## src/hw/rtl/wgcs_pkg.sv

```systemverilog
`default_nettype none
// ----------------------------------------------------------------------------
// wgcs_pkg: shared types and constants
// Widths, function codes and the sequencer state type of the grid sampler.
// ----------------------------------------------------------------------------
package wgcs_pkg;

  localparam int BOARD_SIZE_DEF  = 11;
  localparam int WEIGHT_BITS_DEF = 16;
  localparam int IDX_W           = 4;
  localparam int FIELD_W         = 16;
  localparam int TOTAL_W         = 24;
  localparam logic [TOTAL_W-1:0] TOTAL_MAX = {TOTAL_W{1'b1}};

  typedef enum logic [1:0] {
    FUNC_LOAD   = 2'd0,
    FUNC_OCCUPY = 2'd1,
    FUNC_SAMPLE = 2'd2,
    FUNC_NONE   = 2'd3
  } func_t;

  typedef enum logic [7:0] {
    ST_IDLE  = 8'b0000_0001,
    ST_RD    = 8'b0000_0010,
    ST_WR    = 8'b0000_0100,
    ST_MUL   = 8'b0000_1000,
    ST_ROWS  = 8'b0001_0000,
    ST_CELLS = 8'b0010_0000,
    ST_OUT   = 8'b0100_0000,
    ST_RCHK  = 8'b1000_0000
  } state_t;

endpackage
`default_nettype wire

```

## src/hw/rtl/wgcs_if.sv

```systemverilog
`default_nettype none
// ----------------------------------------------------------------------------
// wgcs_in_if / wgcs_out_if: valid/ready channels
// Input command channel and result channel of the grid sampler.
// ----------------------------------------------------------------------------
interface wgcs_in_if;
  logic       valid;
  logic       ready;
  logic [1:0] func;
  logic [3:0] row_index;
  logic [3:0] col_index;
  logic [15:0] load_weight;
  logic [15:0] weight_up_right;
  logic [15:0] weight_right;
  logic [15:0] weight_down;
  logic [15:0] weight_down_left;
  logic [15:0] weight_left;
  logic [15:0] weight_up;
  logic [15:0] random_fraction;
  modport source (output valid, func, row_index, col_index, load_weight,
                  weight_up_right, weight_right, weight_down, weight_down_left,
                  weight_left, weight_up, random_fraction, input ready);
  modport sink (input valid, func, row_index, col_index, load_weight,
                weight_up_right, weight_right, weight_down, weight_down_left,
                weight_left, weight_up, random_fraction, output ready);
endinterface

interface wgcs_out_if;
  logic        valid;
  logic        ready;
  logic [3:0]  sample_row;
  logic [3:0]  sample_col;
  logic        sample_found;
  logic [23:0] total_weight;
  modport source (output valid, sample_row, sample_col, sample_found,
                  total_weight, input ready);
  modport sink (input valid, sample_row, sample_col, sample_found,
                total_weight, output ready);
endinterface
`default_nettype wire

```

## src/hw/rtl/wgcs_cell_mem.sv

```systemverilog
`default_nettype none
// ----------------------------------------------------------------------------
// wgcs_cell_mem: cell weight and free-flag memory
// One write port, one registered read port. Per-cell valid bits make a cell
// that was never written read as weight zero and free.
// ----------------------------------------------------------------------------
module wgcs_cell_mem #(
  parameter int CELLS  = 121,
  parameter int WBITS  = 16
) (
  input  wire logic                     clk,
  input  wire logic                     rst_n,
  input  wire logic [$clog2(CELLS)-1:0] rd_addr,
  output logic      [WBITS-1:0]         rd_weight,
  output logic                          rd_free,
  input  wire logic                     wr_en,
  input  wire logic [$clog2(CELLS)-1:0] wr_addr,
  input  wire logic [WBITS-1:0]         wr_weight,
  input  wire logic                     wr_free
);
  logic [WBITS:0]   mem [CELLS];
  logic [CELLS-1:0] vld_r;
  logic [WBITS:0]   rdata_r;
  logic             rvld_r;

  always_ff @(posedge clk) begin
    if (wr_en) mem[wr_addr] <= {wr_free, wr_weight};
    rdata_r <= mem[rd_addr];
  end

  always_ff @(posedge clk) begin
    if (!rst_n) begin
      vld_r  <= '0;
      rvld_r <= 1'b0;
    end else begin
      if (wr_en) vld_r[wr_addr] <= 1'b1;
      rvld_r <= vld_r[rd_addr];
    end
  end

  assign rd_weight = rvld_r ? rdata_r[WBITS-1:0] : '0;
  assign rd_free   = rvld_r ? rdata_r[WBITS] : 1'b1;
endmodule
`default_nettype wire

```

## src/hw/rtl/weighted_grid_cell_sampler.sv

```systemverilog
`default_nettype none
// ----------------------------------------------------------------------------
// weighted_grid_cell_sampler: two-level weighted cell picker on a hex grid
// Keeps cell weights, free flags, row sums and a total; loads, occupies and
// draws weighted samples.
// ----------------------------------------------------------------------------
// One word in gives one word out. Cell state lives in a single-port-write,
// registered-read memory, so every cell touch is a read-modify-write. The
// center cell takes a read and a write step, and each neighbour adds a check
// step in front of them. A load passes the accept, read, write and output
// steps; an occupy runs the center and then each neighbour before its output
// step, and a neighbour that falls off the grid takes only its check step. A
// sample takes the accept step, a multiply step, up to BOARD_SIZE row steps,
// a fetch step plus up to BOARD_SIZE cell compares, and the output step. A
// sample on a zero total goes from the multiply step to the output step, and
// an off-grid load or occupy or the unused function code goes from accept
// straight to the output step. The row walk and cell walk, one element per
// cycle, set the sample time. A result that waits in the output register
// holds the sequencer in its output step. After reset every cell reads as
// free with zero weight through per-cell valid bits; no clearing pass runs.
module weighted_grid_cell_sampler #(
  parameter int BOARD_SIZE  = wgcs_pkg::BOARD_SIZE_DEF,
  parameter int WEIGHT_BITS = wgcs_pkg::WEIGHT_BITS_DEF
) (
  input wire logic clk,
  input wire logic rst_n,
  wgcs_in_if.sink    in_ch,
  wgcs_out_if.source out_ch
);
  localparam int CELLS = BOARD_SIZE * BOARD_SIZE;
  localparam int AW    = $clog2(CELLS);
  localparam int RW    = $clog2(BOARD_SIZE);
  localparam int SUM_W = WEIGHT_BITS + $clog2(BOARD_SIZE + 1) + 1;
  localparam int TOT_W = WEIGHT_BITS + $clog2(CELLS + 1) + 1;
  localparam int IW    = wgcs_pkg::IDX_W;

  wgcs_pkg::state_t state_r, state_nxt;

  // Latched command.
  logic [1:0]            func_r;
  logic [IW-1:0]         row_r, col_r;
  logic [15:0]           nw_r [7];
  logic [15:0]           frac_r;
  logic [2:0]            step_r;        // 0 = center, 1..6 neighbours
  logic signed [IW+1:0]  tr_r, tc_r;    // current target cell
  logic [SUM_W-1:0]      row_sum_r [BOARD_SIZE];
  logic [TOT_W-1:0]      total_r;
  logic [TOT_W+15:0]     t_r;
  logic [TOT_W+15:0]     prod;
  logic [RW-1:0]         wr_r;          // walk row / col
  logic [RW-1:0]         wc_r;

  // Output register.
  logic                  ovld_r;
  logic [IW-1:0]         orow_r, ocol_r;
  logic                  ofound_r;
  logic [wgcs_pkg::TOTAL_W-1:0] otot_r;

  logic [AW-1:0]      rd_addr, wr_addr;
  logic [WEIGHT_BITS-1:0] rd_w, wr_w;
  logic               rd_free, wr_en, wr_free;

  wgcs_cell_mem #(.CELLS(CELLS), .WBITS(WEIGHT_BITS)) u_mem (
    .clk, .rst_n, .rd_addr, .rd_weight(rd_w), .rd_free,
    .wr_en, .wr_addr, .wr_weight(wr_w), .wr_free
  );

  // Neighbour offsets for steps 1..6.
  function automatic logic signed [2:0] dro(input logic [2:0] s);
    case (s)
      3'd1, 3'd6: dro = -3'sd1;
      3'd3, 3'd4: dro = 3'sd1;
      default:    dro = 3'sd0;
    endcase
  endfunction
  function automatic logic signed [2:0] dco(input logic [2:0] s);
    case (s)
      3'd1, 3'd2: dco = 3'sd1;
      3'd4, 3'd5: dco = -3'sd1;
      default:    dco = 3'sd0;
    endcase
  endfunction

  logic in_go;
  assign in_ch.ready = (state_r == wgcs_pkg::ST_IDLE);
  assign in_go = in_ch.valid && in_ch.ready;

  logic on_grid_in;
  assign on_grid_in = (32'(in_ch.row_index) < BOARD_SIZE) &&
                      (32'(in_ch.col_index) < BOARD_SIZE);

  logic target_ok;
  assign target_ok = (tr_r >= 0) && (tc_r >= 0) &&
                     (32'(tr_r) < BOARD_SIZE) && (32'(tc_r) < BOARD_SIZE);

  logic [AW-1:0] tgt_addr, walk_addr;
  assign tgt_addr  = AW'(32'(tr_r) * BOARD_SIZE + 32'(tc_r));
  assign walk_addr = AW'(32'(wr_r) * BOARD_SIZE + 32'(wc_r));
  assign rd_addr   = (state_r == wgcs_pkg::ST_CELLS || state_r == wgcs_pkg::ST_ROWS)
                     ? walk_addr : tgt_addr;

  // Scaled sample target: fraction times total, a 16 x TOT_W product.
  assign prod = (TOT_W+16)'(frac_r) * (TOT_W+16)'(total_r);

  // New weight of the current target.
  logic [WEIGHT_BITS-1:0] new_w;
  always_comb begin
    if (func_r == 2'(wgcs_pkg::FUNC_LOAD))
      new_w = WEIGHT_BITS'(nw_r[0]);
    else if (step_r == 3'd0 || !rd_free)
      new_w = '0;
    else
      new_w = WEIGHT_BITS'(nw_r[step_r]);
  end

  assign wr_en   = (state_r == wgcs_pkg::ST_WR);
  assign wr_addr = tgt_addr;
  assign wr_w    = new_w;
  assign wr_free = (func_r == 2'(wgcs_pkg::FUNC_OCCUPY) && step_r == 3'd0)
                   ? 1'b0 : rd_free;

  logic last_step;
  assign last_step = (func_r != 2'(wgcs_pkg::FUNC_OCCUPY)) || (step_r == 3'd6);

  logic [RW-1:0] last_idx;
  assign last_idx = RW'(BOARD_SIZE - 1);

  always_comb begin
    state_nxt = state_r;
    case (state_r)
      wgcs_pkg::ST_IDLE: begin
        if (in_go) begin
          if (in_ch.func == 2'(wgcs_pkg::FUNC_SAMPLE)) state_nxt = wgcs_pkg::ST_MUL;
          else if ((in_ch.func == 2'(wgcs_pkg::FUNC_LOAD) ||
                    in_ch.func == 2'(wgcs_pkg::FUNC_OCCUPY)) && on_grid_in)
            state_nxt = wgcs_pkg::ST_RD;
          else state_nxt = wgcs_pkg::ST_OUT;
        end
      end
      wgcs_pkg::ST_RCHK: state_nxt = target_ok ? wgcs_pkg::ST_RD
                                   : (step_r == 3'd6 ? wgcs_pkg::ST_OUT
                                                     : wgcs_pkg::ST_RCHK);
      wgcs_pkg::ST_RD:  state_nxt = wgcs_pkg::ST_WR;
      wgcs_pkg::ST_WR:  state_nxt = last_step ? wgcs_pkg::ST_OUT : wgcs_pkg::ST_RCHK;
      wgcs_pkg::ST_MUL: state_nxt = (total_r == '0) ? wgcs_pkg::ST_OUT
                                                    : wgcs_pkg::ST_ROWS;
      wgcs_pkg::ST_ROWS: begin
        if (t_r < (TOT_W+16)'(row_sum_r[wr_r]) || wr_r == last_idx)
          state_nxt = wgcs_pkg::ST_CELLS;
      end
      wgcs_pkg::ST_CELLS: begin
        // rd data for wc_r-1 valid when step_r[0] set
        if (step_r[0] && t_r < (TOT_W+16)'(rd_w))
          state_nxt = wgcs_pkg::ST_OUT;
        else if (step_r[0] && wc_r == last_idx && !step_r[1])
          state_nxt = state_r;
        else if (step_r[1])
          state_nxt = wgcs_pkg::ST_OUT;
      end
      wgcs_pkg::ST_OUT: if (!ovld_r || out_ch.ready) state_nxt = wgcs_pkg::ST_IDLE;
      default: state_nxt = wgcs_pkg::ST_IDLE;
    endcase
  end

  // Column being compared in the cell walk is the one read last cycle.
  logic [RW-1:0] cmp_col;
  assign cmp_col = wc_r - RW'(1);

  always_ff @(posedge clk) begin
    if (!rst_n) begin
      state_r <= wgcs_pkg::ST_IDLE;
      total_r <= '0;
      for (int i = 0; i < BOARD_SIZE; i++) row_sum_r[i] <= '0;
      ovld_r  <= 1'b0;
      step_r  <= '0;
    end else begin
      state_r <= state_nxt;
      if (state_r == wgcs_pkg::ST_OUT && (!ovld_r || out_ch.ready)) ovld_r <= 1'b1;
      else if (out_ch.ready) ovld_r <= 1'b0;
      case (state_r)
        wgcs_pkg::ST_IDLE: if (in_go) begin
          func_r <= in_ch.func;
          row_r  <= in_ch.row_index;
          col_r  <= in_ch.col_index;
          tr_r   <= (IW+2)'(in_ch.row_index);
          tc_r   <= (IW+2)'(in_ch.col_index);
          nw_r[0] <= in_ch.load_weight;
          nw_r[1] <= in_ch.weight_up_right;
          nw_r[2] <= in_ch.weight_right;
          nw_r[3] <= in_ch.weight_down;
          nw_r[4] <= in_ch.weight_down_left;
          nw_r[5] <= in_ch.weight_left;
          nw_r[6] <= in_ch.weight_up;
          frac_r <= in_ch.random_fraction;
          step_r <= '0;
        end
        wgcs_pkg::ST_RCHK: if (!target_ok && step_r != 3'd6) begin
          step_r <= step_r + 3'd1;
          tr_r <= (IW+2)'($signed({2'b0, row_r})) + (IW+2)'(dro(step_r + 3'd1));
          tc_r <= (IW+2)'($signed({2'b0, col_r})) + (IW+2)'(dco(step_r + 3'd1));
        end
        wgcs_pkg::ST_WR: begin
          row_sum_r[RW'(tr_r)] <= row_sum_r[RW'(tr_r)] - SUM_W'(rd_w) + SUM_W'(new_w);
          total_r <= total_r - TOT_W'(rd_w) + TOT_W'(new_w);
          if (!last_step) begin
            step_r <= step_r + 3'd1;
            tr_r <= (IW+2)'($signed({2'b0, row_r})) + (IW+2)'(dro(step_r + 3'd1));
            tc_r <= (IW+2)'($signed({2'b0, col_r})) + (IW+2)'(dco(step_r + 3'd1));
          end
        end
        wgcs_pkg::ST_MUL: begin
          t_r  <= prod >> 16;
          wr_r <= '0;
          wc_r <= '0;
          step_r <= '0;
        end
        wgcs_pkg::ST_ROWS: begin
          if (t_r < (TOT_W+16)'(row_sum_r[wr_r]) || wr_r == last_idx) begin
            wc_r <= '0;
            step_r <= '0;
          end else begin
            t_r  <= t_r - (TOT_W+16)'(row_sum_r[wr_r]);
            wr_r <= wr_r + RW'(1);
          end
        end
        wgcs_pkg::ST_CELLS: begin
          // step_r[0]: read data present; step_r[1]: last column forced.
          if (!step_r[0]) begin
            step_r[0] <= 1'b1;
            wc_r <= wc_r + RW'(1);
          end else if (t_r < (TOT_W+16)'(rd_w)) begin
            wc_r <= cmp_col;
          end else begin
            t_r <= t_r - (TOT_W+16)'(rd_w);
            if (wc_r == last_idx) step_r[1] <= 1'b1;
            else wc_r <= wc_r + RW'(1);
          end
        end
        wgcs_pkg::ST_OUT: if (!ovld_r || out_ch.ready) begin
          ofound_r <= (func_r == 2'(wgcs_pkg::FUNC_SAMPLE)) && (total_r != '0);
          orow_r   <= (func_r == 2'(wgcs_pkg::FUNC_SAMPLE) && total_r != '0)
                      ? IW'(wr_r) : '0;
          ocol_r   <= (func_r == 2'(wgcs_pkg::FUNC_SAMPLE) && total_r != '0)
                      ? (step_r[1] ? IW'(last_idx) : IW'(wc_r)) : '0;
          otot_r   <= (64'(total_r) > 64'(wgcs_pkg::TOTAL_MAX)) ? wgcs_pkg::TOTAL_MAX
                      : wgcs_pkg::TOTAL_W'(total_r);
        end
        default: ;
      endcase
    end
  end

  assign out_ch.valid        = ovld_r;
  assign out_ch.sample_row   = orow_r;
  assign out_ch.sample_col   = ocol_r;
  assign out_ch.sample_found = ofound_r;
  assign out_ch.total_weight = otot_r;

  // The input side is only open while the sequencer is idle.
  a_ready_idle: assert property (@(posedge clk) disable iff (!rst_n)
    in_ch.ready |-> state_r == wgcs_pkg::ST_IDLE) else $error("ready outside idle");
  // A memory write happens only in the write step.
  a_wr_state: assert property (@(posedge clk) disable iff (!rst_n)
    wr_en |-> state_r == wgcs_pkg::ST_WR) else $error("stray write");
  // An accepted word always moves the sequencer out of idle.
  a_go: assert property (@(posedge clk) disable iff (!rst_n)
    in_go |=> state_r != wgcs_pkg::ST_IDLE) else $error("lost command");
endmodule
`default_nettype wire
```

## src/flat_wrapper.sv

```systemverilog
// flat-port wrapper written by rule: the top's interface ports become plain ports
module weighted_grid_cell_sampler_flat 
#(
  parameter int BOARD_SIZE  = wgcs_pkg::BOARD_SIZE_DEF,
  parameter int WEIGHT_BITS = wgcs_pkg::WEIGHT_BITS_DEF
)
  (clk, rst_n, in_ch_valid, in_ch_func, in_ch_row_index, in_ch_col_index, in_ch_load_weight, in_ch_weight_up_right, in_ch_weight_right, in_ch_weight_down, in_ch_weight_down_left, in_ch_weight_left, in_ch_weight_up, in_ch_random_fraction, in_ch_ready, out_ch_valid, out_ch_sample_row, out_ch_sample_col, out_ch_sample_found, out_ch_total_weight, out_ch_ready);
  wgcs_in_if in_ch_i ();
  wgcs_out_if out_ch_i ();
  input wire logic clk;
  input wire logic rst_n;
  input wire logic [$bits(in_ch_i.valid)-1:0] in_ch_valid;
  input wire logic [$bits(in_ch_i.func)-1:0] in_ch_func;
  input wire logic [$bits(in_ch_i.row_index)-1:0] in_ch_row_index;
  input wire logic [$bits(in_ch_i.col_index)-1:0] in_ch_col_index;
  input wire logic [$bits(in_ch_i.load_weight)-1:0] in_ch_load_weight;
  input wire logic [$bits(in_ch_i.weight_up_right)-1:0] in_ch_weight_up_right;
  input wire logic [$bits(in_ch_i.weight_right)-1:0] in_ch_weight_right;
  input wire logic [$bits(in_ch_i.weight_down)-1:0] in_ch_weight_down;
  input wire logic [$bits(in_ch_i.weight_down_left)-1:0] in_ch_weight_down_left;
  input wire logic [$bits(in_ch_i.weight_left)-1:0] in_ch_weight_left;
  input wire logic [$bits(in_ch_i.weight_up)-1:0] in_ch_weight_up;
  input wire logic [$bits(in_ch_i.random_fraction)-1:0] in_ch_random_fraction;
  output wire logic [$bits(in_ch_i.ready)-1:0] in_ch_ready;
  output wire logic [$bits(out_ch_i.valid)-1:0] out_ch_valid;
  output wire logic [$bits(out_ch_i.sample_row)-1:0] out_ch_sample_row;
  output wire logic [$bits(out_ch_i.sample_col)-1:0] out_ch_sample_col;
  output wire logic [$bits(out_ch_i.sample_found)-1:0] out_ch_sample_found;
  output wire logic [$bits(out_ch_i.total_weight)-1:0] out_ch_total_weight;
  input wire logic [$bits(out_ch_i.ready)-1:0] out_ch_ready;
  assign in_ch_i.valid = in_ch_valid;
  assign in_ch_i.func = in_ch_func;
  assign in_ch_i.row_index = in_ch_row_index;
  assign in_ch_i.col_index = in_ch_col_index;
  assign in_ch_i.load_weight = in_ch_load_weight;
  assign in_ch_i.weight_up_right = in_ch_weight_up_right;
  assign in_ch_i.weight_right = in_ch_weight_right;
  assign in_ch_i.weight_down = in_ch_weight_down;
  assign in_ch_i.weight_down_left = in_ch_weight_down_left;
  assign in_ch_i.weight_left = in_ch_weight_left;
  assign in_ch_i.weight_up = in_ch_weight_up;
  assign in_ch_i.random_fraction = in_ch_random_fraction;
  assign in_ch_ready = in_ch_i.ready;
  assign out_ch_valid = out_ch_i.valid;
  assign out_ch_sample_row = out_ch_i.sample_row;
  assign out_ch_sample_col = out_ch_i.sample_col;
  assign out_ch_sample_found = out_ch_i.sample_found;
  assign out_ch_total_weight = out_ch_i.total_weight;
  assign out_ch_i.ready = out_ch_ready;
  weighted_grid_cell_sampler #(.BOARD_SIZE(BOARD_SIZE), .WEIGHT_BITS(WEIGHT_BITS)) u_core (.clk(clk), .rst_n(rst_n), .in_ch(in_ch_i), .out_ch(out_ch_i));
endmodule
```

## config.mk

```make
export PLATFORM = sky130hd
export DESIGN_NAME = weighted_grid_cell_sampler_flat
export DESIGN_NICKNAME = d
export VERILOG_FILES = /design/src/hw/rtl/wgcs_pkg.sv /design/src/hw/rtl/wgcs_if.sv /design/src/hw/rtl/wgcs_cell_mem.sv /design/src/hw/rtl/weighted_grid_cell_sampler.sv /design/src/flat_wrapper.sv
export SDC_FILE = /design/constraint.sdc
export NUM_CORES = 2
export LEC_CHECK = 0
export BUFFER_PORTS_ARGS = -buffer_cell sky130_fd_sc_hd__buf_2
export CAP_MARGIN = 20
export CORE_UTILIZATION = 45
export DETAILED_ROUTE_END_ITERATION = 8
export PLACE_DENSITY = 0.72
export SLEW_MARGIN = 5
export SYNTH_ARGS = -nofsm -noshare
export SYNTH_HDL_FRONTEND = slang
export SYNTH_SLANG_ARGS = --single-unit
```

## constraint.sdc

```tcl
create_clock -name clk -period 7.2 [get_ports clk]
set_input_delay 1.08 -clock clk [delete_from_list [all_inputs] [get_ports clk]]
set_output_delay 1.08 -clock clk [all_outputs]
set_load 0.02 [all_outputs]
```

# --- Yosys cells after proc, flatten, opt, wreduce, memory -nomap -nowiden ---
# Memory sizes are Yosys's and may differ from the RTL's. A register that Yosys moved wholly into a read port is not among the register bits.
# Index checks and enable logic that the tools add are counted.
word_totals:
  regBits: 277
  latchBits: 0
  mem_bits_rw: 2400
  rom_bits: 0
  in_bits: 142
  out_inout_bits: 35
  wordCells: 225
  n_memories: 3
memory_table:
  columns: ["memory", "depth", "width", "read_ports", "rd_clocked_by_memory_dff", "write_ports", "line", "text"]
  rows:
  - ["u_core.u_mem.mem", 121, 17, 1, 1, 1, "wgcs_cell_mem.sv:21", "logic [WBITS:0] mem [CELLS];"]
  - ["u_core.row_sum_r", 11, 21, 2, 2, 11, "weighted_grid_cell_sampler.sv:46", "logic [SUM_W-1:0] row_sum_r [BOARD_SIZE];"]
  - ["u_core.nw_r", 7, 16, 2, 0, 7, "weighted_grid_cell_sampler.sv:42", "logic [15:0] nw_r [7];"]
classes:
  n_addsub: 16
  mul: 3
  div_mod_pow: 0
  order_cmp: 11
  eq_ne: 35
  shift: 0
  n_mux: 82
  bitwise: 2
  reduce_logical: 51
op_table:
  columns: ["cell", "count"]
  rows:
  - ["$or A121 B121 Y121", 1]
  - ["$mux W40", 3]
  - ["$pmux W40 S3", 1]
  - ["$mux W8", 10]
  - ["$pmux W8 S8", 1]
  - ["$mux W16", 3]
  - ["$mux W3", 16]
  - ["$lt A40 B16 Y1", 1]
  - ["$lt A40 B21 Y1", 1]
  - ["$mul A16 B24 Y40", 1]
  - ["$sub A40 B16 Y40", 1]
  - ["$sub A40 B21 Y40", 1]
  - ["$mux W4", 9]
  - ["$mux W6", 6]
  - ["$pmux W6 S3", 2]
  - ["$reduce_and A5 Y1", 5]
  - ["$add A24 B16 Y24", 1]
  - ["$add A5 B3 Y6", 4]
  - ["$logic_not A24 Y1", 1]
  - ["$reduce_bool A24 Y1", 1]
  - ["$sub A24 B16 Y24", 1]
  - ["$add A21 B16 Y21", 1]
  - ["$mux W21", 1]
  - ["$mux W7", 3]
  - ["other kinds (55)", 125]

# --- Longest topological paths before layout ---
depth:
  depth_word: 13
  mapped_depth: 25
  ltp_nobuf: 23

# --- Hierarchy ---
# From an unflattened synthesis, not the netlist that was laid out.
unflattened:
  cells_unflattened: 7938
  area_unflattened_um2: 130117.3
by_module_without_submodules:
  columns: ["mod", "n_inst", "cells_per_inst", "area_per_inst_um2", "seq_area_each_um2"]
  rows:
  - ["wgcs_cell_mem", 1, 3905, 84385.9, 64551.9]
  - ["weighted_grid_cell_sampler", 1, 4033, 45731.4, 17697.0]

# --- Least setup slack after synthesis ---
# No wires, ideal clock.
synth_path:
  path_type: "register to register"
  startpoint: "reg u_core.total_r[11]"
  endpoint: "reg u_core.t_r[13] (data pin)"
  arrival_time_ns: 6.508
  required_ns: 6.939
  path_slack_ns: 0.432
  path_stages_with_launch: 24
  path_buffers: 2
  cell_sequence: "dfxtp_1 clkbuf_1 clkbuf_1 nand2_1 fa_1 inv_1 fa_1 inv_1 fa_1 inv_1 fa_1 fa_1 inv_1 fa_1 inv_1 ha_1 a21o_1 a21o_1 a221oi_1 o311ai_0 a311oi_1 o21ai_0 xor2_1 a221o_1"
synth_between:
  elab_chain_cells: 2
synth_rtl:
  columns: ["item", "line", "text"]
  rows:
  - ["start: declaration", "weighted_grid_cell_sampler.sv:47", "logic [TOT_W-1:0] total_r;"]
  - ["start signal: assignment", "weighted_grid_cell_sampler.sv:204", "total_r <= total_r - TOT_W'(rd_w) + TOT_W'(new_w);"]
  - ["$mul A16 B24 Y40", "weighted_grid_cell_sampler.sv:103", "assign prod = (TOT_W+16)'(frac_r) * (TOT_W+16)'(total_r);"]
  - ["$pmux W40 S3", "weighted_grid_cell_sampler.sv:180", "case (state_r)"]
  - ["end signal: assignment", "weighted_grid_cell_sampler.sv:212", "t_r <= prod >> 16;"]
  - ["end signal: assignment", "weighted_grid_cell_sampler.sv:222", "t_r <= t_r - (TOT_W+16)'(row_sum_r[wr_r]);"]
  - ["end signal: assignment", "weighted_grid_cell_sampler.sv:234", "t_r <= t_r - (TOT_W+16)'(rd_w);"]
  - ["end: declaration", "weighted_grid_cell_sampler.sv:48", "logic [TOT_W+15:0] t_r;"]
# Every way passes these cells.
# A chain may end at the register's enable or synchronous reset.

# --- Worst setup path after layout ---
layout_path:
  startpoint: "reg u_core.frac_r[4]"
  endpoint: "reg u_core.t_r[21] (data pin)"
layout_between:
  elab_chain_cells: 2
layout_rtl:
  columns: ["item", "line", "text"]
  rows:
  - ["start: declaration", "weighted_grid_cell_sampler.sv:43", "logic [15:0] frac_r;"]
  - ["start signal: assignment", "weighted_grid_cell_sampler.sv:194", "frac_r <= in_ch.random_fraction;"]
  - ["$mul A16 B24 Y40", "weighted_grid_cell_sampler.sv:103", null]
  - ["$pmux W40 S3", "weighted_grid_cell_sampler.sv:180", null]
# Every way passes these cells.

==> impl_metrics.json <==
{
  "crit_top_cell": "fa_1",
  "syn_inst": 10440,
  "hpwl_mm": 259,
  "crit_arrival_ns": 7.65,
  "pre_cts_ws_ns": -0.0937,
  "synth-main-ff-cell": "edfxtp_1",
  "worstSetupPathType": "register to register",
  "antenna_left": 0,
  "drive_gt1_share_pct": 13.3,
  "irDropWorstVdd_v": 0.000372,
  "setup_viol": 0,
  "fp.dieH_um": 544,
  "grtUsageTotal_pct": 27.1,
  "h-tree-depth": 5,
  "grt_pass1_vias": 88977,
  "core_mm2": 0.292,
  "hold_viol": 0,
  "layout.nets": 11423,
  "setup.worst_path.start_class": "register",
  "design.die.area_mm2": 0.296,
  "wl_per_cell_um": 27.5,
  "hold_buffers": 0,
  "outcome": "finished, final reports clean",
  "layout_min_cycle_time_ns": 6.93,
  "min_period_over_period_pct": 96.2,
  "insertion_delay_ns": 0.92,
  "drt_iter0_drc": 14642,
  "ys_ff_latch": 2807,
  "cts_buffer_depth": 4,
  "p_leak_uw": 0.0539,
  "grt_pass1_wl_mm": 593,
  "synthTopCellsByArea": "edfxtp_1, nand2_1, fa_1",
  "maxCapViolCount": 0,
  "clock.fmax_ghz": 0.144,
  "port-buffer-count": 176,
  "synth.distinct_cells": 89,
  "relSlewSlack_pct": 3.66,
  "vias": 91678,
  "cp_slowest_cell": "or4b_2",
  "fill_cells": 24128,
  "async_reset_ff_share_pct": 0,
  "synth_top_area_share_pct": 59.1,
  "io_pins": 177,
  "clk_pin_slew_ns": 0.06,
  "cp_num_buf_inv": 7,
  "yosys_warnings": 0,
  "worst_slack_ns": 0.274,
  "slew_viol_final": 0,
  "rows": 198,
  "yosys-top-cells-count": "edfxtp_1, nand2_1, inv_1",
  "cts_sinks": 2807,
  "cp-end-kind": "register",
  "yosys.area.top_type": "edfxtp_1",
  "drc": 0,
  "worst_path_dominant_cell_family": "adder cells",
  "gp_congestion": 0.941,
  "syn_to_final_growth_pct": 12.5,
  "floorplan.initialDensity_pct": 45.4,
  "antenna_found_initial": 38,
  "grt_max_degree": 151,
  "cts_inserted_buffers": 295,
  "firstDrtPassIters": 6,
  "yosysMostFrequentCell": "edfxtp_1",
  "power.total_uw": 51800,
  "path_cells": "buf_4 -> and2_1 -> fa_1 -> inv_1 -> fa_1 -> fa_1 -> inv_1 -> fa_1 -> fa_1 -> inv_1 -> fa_1 -> inv_1 -> ha_1 -> and4_1 -> nand4_1 -> o311ai_1 -> buf_4 -> a311oi_2 -> buf_4 -> nor3_1 -> nor4_2 -> or4b_2 -> nand4_1",
  "synth_nets": 11181,
  "synth_edf_count": 2603,
  "power_density_mw_per_mm2": 348,
  "cts-root-buf": "clkbuf_16",
  "finClkSkew_ns": 0.104,
  "cts_tree": "built",
  "ys_seq_area_share_pct": 62.1,
  "slowest_delay_ns": 0.61,
  "vias_per_cell": 6.18,
  "tightest_slew_ns": 1.45,
  "cp.required_ns": 7.92,
  "chipWidth_um": 544,
  "wl_mm": 408,
  "holdCritPathClass": "primary input to register",
  "syn-cell-area_mm2": 0.132,
  "avgSynthCellArea_um2": 12.7,
  "grt_overflow": 0,
  "crit_fanout": 11
}
==> registers in the layout (all words and copies together) (netlist names), 8 cells and up, named ones only <==
| signal | cells |
|---|---|
| u_core.u_mem.mem | 2057 |
| u_core.row_sum_r | 336 |
| u_core.u_mem.vld_r | 121 |
| u_core.nw_r | 112 |
| u_core.t_r | 40 |
| u_core.out_ch.total_weight | 24 |
| u_core.total_r | 24 |
| u_core.u_mem.rdata_r | 17 |
| u_core.frac_r | 16 |
| u_core.state_r | 8 |
==> worst reg2reg max path: cells and delay by family (launching register included) <==
family / cells / cell delay, ns
AND/OR/NAND/NOR: 7 / 1.57
flip-flops: 1 / 0.54
adder cells (fa/ha/maj): 7 / 3.34
AO/OA/AOI/OAI: 2 / 0.52
buffers and inverters: 7 / 0.83
==> placed cells by master (no fill, tap or decap), types with 67 or more instances in the layout <==
cell       count
clkbuf_16    303
and2_1       173
mux4_2       245
inv_1        581
buf_2        176
a32oi_1       76
nor2_2        67
o21a_1       107
nand3_1      519
clkbuf_1      69
and3_1       181
nand4_1       73
fa_1         352
ha_1         247
xnor2_1       68
edfxtp_1    2603
mux2i_1      138
buf_4        358
a21oi_1      316
o21ai_0      189
nand2_1     2061
nor3_1        80
dfxtp_1      194
a211oi_1     160
nor2_1       457
a31oi_1      229
==> layout make-up <==
cell class                      count  area (µm²)  share of cell area [%]
Antenna cell                       17        42.5                  0.0286
Clock buffer                      386        8030                    5.40
Clock inverter                    141        1450                   0.973
Inverter                          598        2280                    1.53
Multi-Input combinational cell   6389       45300                    30.4
Sequential cell                  2807       82300                    55.3
Tap cell                         3900        4880                    3.28
Timing Repair Buffer              591        4600                    3.09
==> through the flow <==
step / std cells / hold WS [ns] / TNS, ns / area, µm² / utilization (%)
after floorplan: 10440 / 0.406 / 0 / 132000 / -
after global placement: 14248 / 0.441 / 0 / 139000 / 47.5
after detailed placement: 14259 / 0.451 / -0.124 / 139000 / 47.6
after CTS: 14786 / 0.364 / 0 / 148000 / 50.8
after global routing: 14820 / 0.366 / -0.0342 / 149000 / 51.0
final: 14829 / 0.390 / 0 / 149000 / 51.0
==> power by group <==
group | switching (µW) | leakage (µW) | total, µW | internal [µW]
combinational | 13400 | 0.0232 | 18100 | 4680
clock | 6400 | 0.00464 | 15200 | 8760
sequential | 182 | 0.0260 | 18600 | 18400
==> cell families after synthesis <==
family	Yosys count	synth area share (%)
simple gates	3785	12.5
flops	2807	62.1
compound gates	1489	7.54
buf+inv	1244	4.03
fa+ha+maj	599	7.66
mux	405	5.40
xor+xnor	111	0.751
==> routing by layer <==
layer | part of all wire (%) | routed length [µm] | GRT usage, % | vias up
li1 | - | - | - | 38410
met1 | 37 | 150000 | 36.6 | 45580
met2 | 44 | 181000 | 40.7 | 6658
met3 | 14 | 58700 | 7.85 | 1014
met4 | 4.4 | 18100 | 11.6 | 16
met5 | 0.031 | 127 | 0 | -
==> final timing paths <==
kind              cells after the start                    from  slack (ns)                endpoint
setup / recovery                     23        u_core.frac_r[4]        0.27          u_core.t_r[21]
hold / removal                        1   in_ch_weight_left[15]        0.39      u_core.nw_r[5][15]
setup reg to reg                     23        u_core.frac_r[4]        0.27          u_core.t_r[21]
hold reg to reg                       2  u_core.u_mem.vld_r[69]        0.46  u_core.u_mem.vld_r[69]
==> repair_timing <==
| item | CTS | global route |
|---|---|---|
| setup endpoints to repair | 2 | 13 |
| buffers inserted | 0 | 5 |
| endpoints found under the hold margin | 0 | 0 |
| gates resized for setup | 1 | 8 |
| cloned | 0 | 0 |
Note: power is estimated with default switching activity, not from simulation.
